### config.mk
export PLATFORM = sky130hd
export DESIGN_NAME = tbp_ram
export DESIGN_NICKNAME = d
export VERILOG_FILES = /design/src/tbp_ram.sv
export SDC_FILE = /design/constraint.sdc
export NUM_CORES = 1
export LEC_CHECK = 0
export BUFFER_PORTS_ARGS = -buffer_cell sky130_fd_sc_hd__buf_2
export CORE_AREA = 2 2 39 41
export DETAILED_ROUTE_END_ITERATION = 6
export DIE_AREA = 0 0 41 43
export HOLD_SLACK_MARGIN = 0.03
export PLACE_DENSITY_LB_ADDON = 0.05
export SYNTH_ARGS = -nofsm -noshare
export SYNTH_HDL_FRONTEND = slang
export SYNTH_SLANG_ARGS = --single-unit
### constraint.sdc
create_clock -name clk -period 1.29 [get_ports clk]
set_input_delay 0.0645 -clock clk [delete_from_list [all_inputs] [get_ports clk]]
set_output_delay 0.0645 -clock clk [all_outputs]
set_load 0.03 [all_outputs]
### src/tbp_ram.sv
`default_nettype none

module tbp_ram #(
    parameter int WIDTH = 2,
    parameter int DEPTH = 4
) (
    input  wire logic                     clk,
    input  wire logic                     we,
    input  wire logic [$clog2(DEPTH)-1:0] waddr,
    input  wire logic [WIDTH-1:0]         wdata,
    input  wire logic                     re,
    input  wire logic [$clog2(DEPTH)-1:0] raddr,
    output logic      [WIDTH-1:0]         rdata
);

    logic [WIDTH-1:0] mem [DEPTH];

    always_ff @(posedge clk)
    begin
        if (we)
        begin
            mem[waddr] <= wdata;
        end
        // Hold read data until the next read.
        if (re)
        begin
            rdata <= mem[raddr];
        end
    end

endmodule

`default_nettype wire

==> run_results.csv <==
group,metric,value,unit
sta,max-slew-margin-rel,0.751,
drt,wl_per_cell,11.1,um
drt,num_vias,215,
sta,tns,0,ns
die,coreArea,1380,um^2
drt,wirelength,533,um
sta,final_max_slew_viol_count,0,
clock_tree,cts_hold_buf,3,
outcome,outcome,"complete, no violations",
setup_path,r2r_start,"mem[1][1]",
clock_tree,cts_tree,"built",
global_route,antenna_found_initial,0,
synthesis,postSynthCellCount,16,
synthesis,syn_nets,25,
synthesis,synth.largest_area_cell,"edfxtp_1",
synthesis,synthSimpleGateAreaFrac,0.0814,
cells_and_area,layout.cells.most_common_list,"buf_2, edfxtp_1, clkbuf_4, dlygate4sd3_1",
sta,setup_viol,0,
setup_path,reg2reg_slack,0.18,ns
sta,tightest_slew,0.372,ns
hold_path,hold_end,"rdata[1]",
cells_and_area,area_growth,31.9,%
setup_path,cp_cell_sequence,"mux4_1",
die,initial_utilization,0.278,
placed_design,placed_area,454,um^2
global_route,overflow,0,
cells_and_area,drive_above_1_share,0.406,
sta,rsz0062_at_grt,"false",
hold_path,hold_path_depth,2,
setup_path,start_kind,"register",
drt,antenna_left,0,
die,num_io_pins,11,
power_and_ir_drop,power_density,1250,nW/um^2
clock_tree,cts_buffer_depth,2,
cells_and_area,layoutNonFillerInstCount,48,
synthesis,muxShareOfSynthArea,0.137,
setup_path,worst-path-buf-inv,0,
drt,first_iter_violations,2,
synthesis,yosysSeqAreaShare,0.782,
sta,finalHoldViolations,0,
synthesis,synth_compound_area_frac,0,
setup_path,cpLargestDelayFamily,"multiplexers",
cells_and_area,layout.nets,43,
global_route,grt_pass1_vias,224,
synthesis,synth_xor_area_frac,0,
clock_tree,cts-root-buf,"clkbuf_4",
placed_design,dp_cells,42,
setup_path,r2r_cells,1,
synthesis,ys_types,5,
sta,period_minus_slack,1.11,ns
sta,fmax,901,MHz
drt,viasPerCell,4.48,
hold_path,hold_path_class,"input pin to register",
sta,skew,0.000132,ns
placed_design,gp_congestion,0.579,
setup_path,worstPathRequired,1.28,ns
clock_tree,cts.clk_slew.worst_paths,0.06,ns
clock_tree,cts_resized,0,
global_route,grt_usage,0.0808,
clock_tree,cts_sinks,10,
synthesis,synth.top_cell.area_share,0.782,
setup_path,critical_path_arrival,1.10,ns
synthesis,syn_area,384,um^2
placed_design,dpl.hpwl,434,um
drt,first_pass_iters,2,
clock_tree,numCtsBuffers,3,
drt,drcViolationCount,0,
setup_path,cpPeakStageDelay,0.50,ns
cells_and_area,fin_area,507,um^2
synthesis,synth_fa_ha_area_frac,0,
synthesis,synth_area_leaders,"edfxtp_1, mux4_1, and3b_1",
clock_tree,clk_latency,0.25,ns
die,fp.dieArea,1760,um^2
placed_design,io_buffers,10,
sta,finalCritPeriodShare,0.860,
hold_path,hp-start,"raddr[1]",
setup_path,r2r_end,"rdata[1]",
synthesis,ys_ff_latch,10,
setup_path,path_max_fanout,1,
synthesis,synth_top_family_by_area,"multiplexers",
setup_path,crit_slowest_cell,"mux4_1",
power_and_ir_drop,leakage,0.201,nW
die,die_x,41,um
die,die_h,43,um
clock_tree,post_cts_buffers,0,
synthesis,yosys_warnings,0,
run,maxCapViolCount,0,
power_and_ir_drop,ir_drop,0.532,mV
setup_path,path_class,"register to register",
setup_path,cp-end-kind,"register",
global_route,grt_pass1_wl,876,um
synthesis,syn-mean-instance-area,24.0,um^2
clock_tree,h-tree-depth,1,
die,placementRows,14,
global_route,grt_max_degree,6,
cells_and_area,diodes,0,
-- how the worst max path moves through the flow --
| stage | from | end | slack, ns | depth (start not counted) |
|---|---|---|---|---|
| after floorplan | mem[1][0] | rdata[0] | 0.22 | 1 |
| after global placement | mem[1][0] | rdata[0] | 0.20 | 1 |
| after detailed placement | mem[1][1] | rdata[1] | 0.18 | 1 |
| after CTS | mem[1][1] | rdata[1] | 0.17 | 1 |
| after global routing | mem[2][1] | rdata[1] | 0.14 | 1 |
| final | mem[1][1] | rdata[1] | 0.18 | 1 |
-- layer usage --
| metal | track usage | part of all wire | routed length [um] |
|---|---|---|---|
| met5 | 0 | 0 | 0 |
| met1 | 0.0887 | 0.39 | 207 |
| met4 | 0.0600 | 0 | 0 |
| met3 | 0.0366 | 0.11 | 58 |
| met2 | 0.116 | 0.50 | 267 |
-- state kept, by name, summed over array words and instances, names as in the netlist --
signal and cells:
mem 8, rdata 2
-- final cells by class --
type | count | area (um^2)
flip-flops and latches | 10 | 300
fillers | 138 | 877
repair buffers | 13 | 80.1
clock buffers | 3 | 22.5
multi-input cells | 6 | 83.8
well taps | 16 | 20.0
-- per-stage QoR --
step,util,hold slack [ns],setup slack [ns],power [mW]
global route,0.366,0.164,0.142,0.665
global placement,0.328,0.280,0.195,0.437
detailed placement,0.328,0.287,0.175,0.439
CTS,0.366,0.149,0.169,0.645
finish,0.366,0.147,0.180,0.633
floorplan,-,0.163,0.215,0.413
-- cells in the mapped netlist, drive strengths merged --
| library cell | n |
|---|---|
| and3 | 1 |
| and3b | 2 |
| edfxtp | 10 |
| mux4 | 2 |
| nor3b | 1 |
-- logic make-up after synthesis --
family and after synthesis:
and+or+nand+nor 4, DFF 10, muxes 2
-- power by group --
part           internal (mW)  leakage, nW  switching (mW)
sequential             0.378       0.0930         0.00284
clock                  0.107       0.0138          0.0889
combinational         0.0294       0.0939          0.0275
total                  0.514        0.201           0.119
No activity file was read; power rests on OpenSTA's default activity.
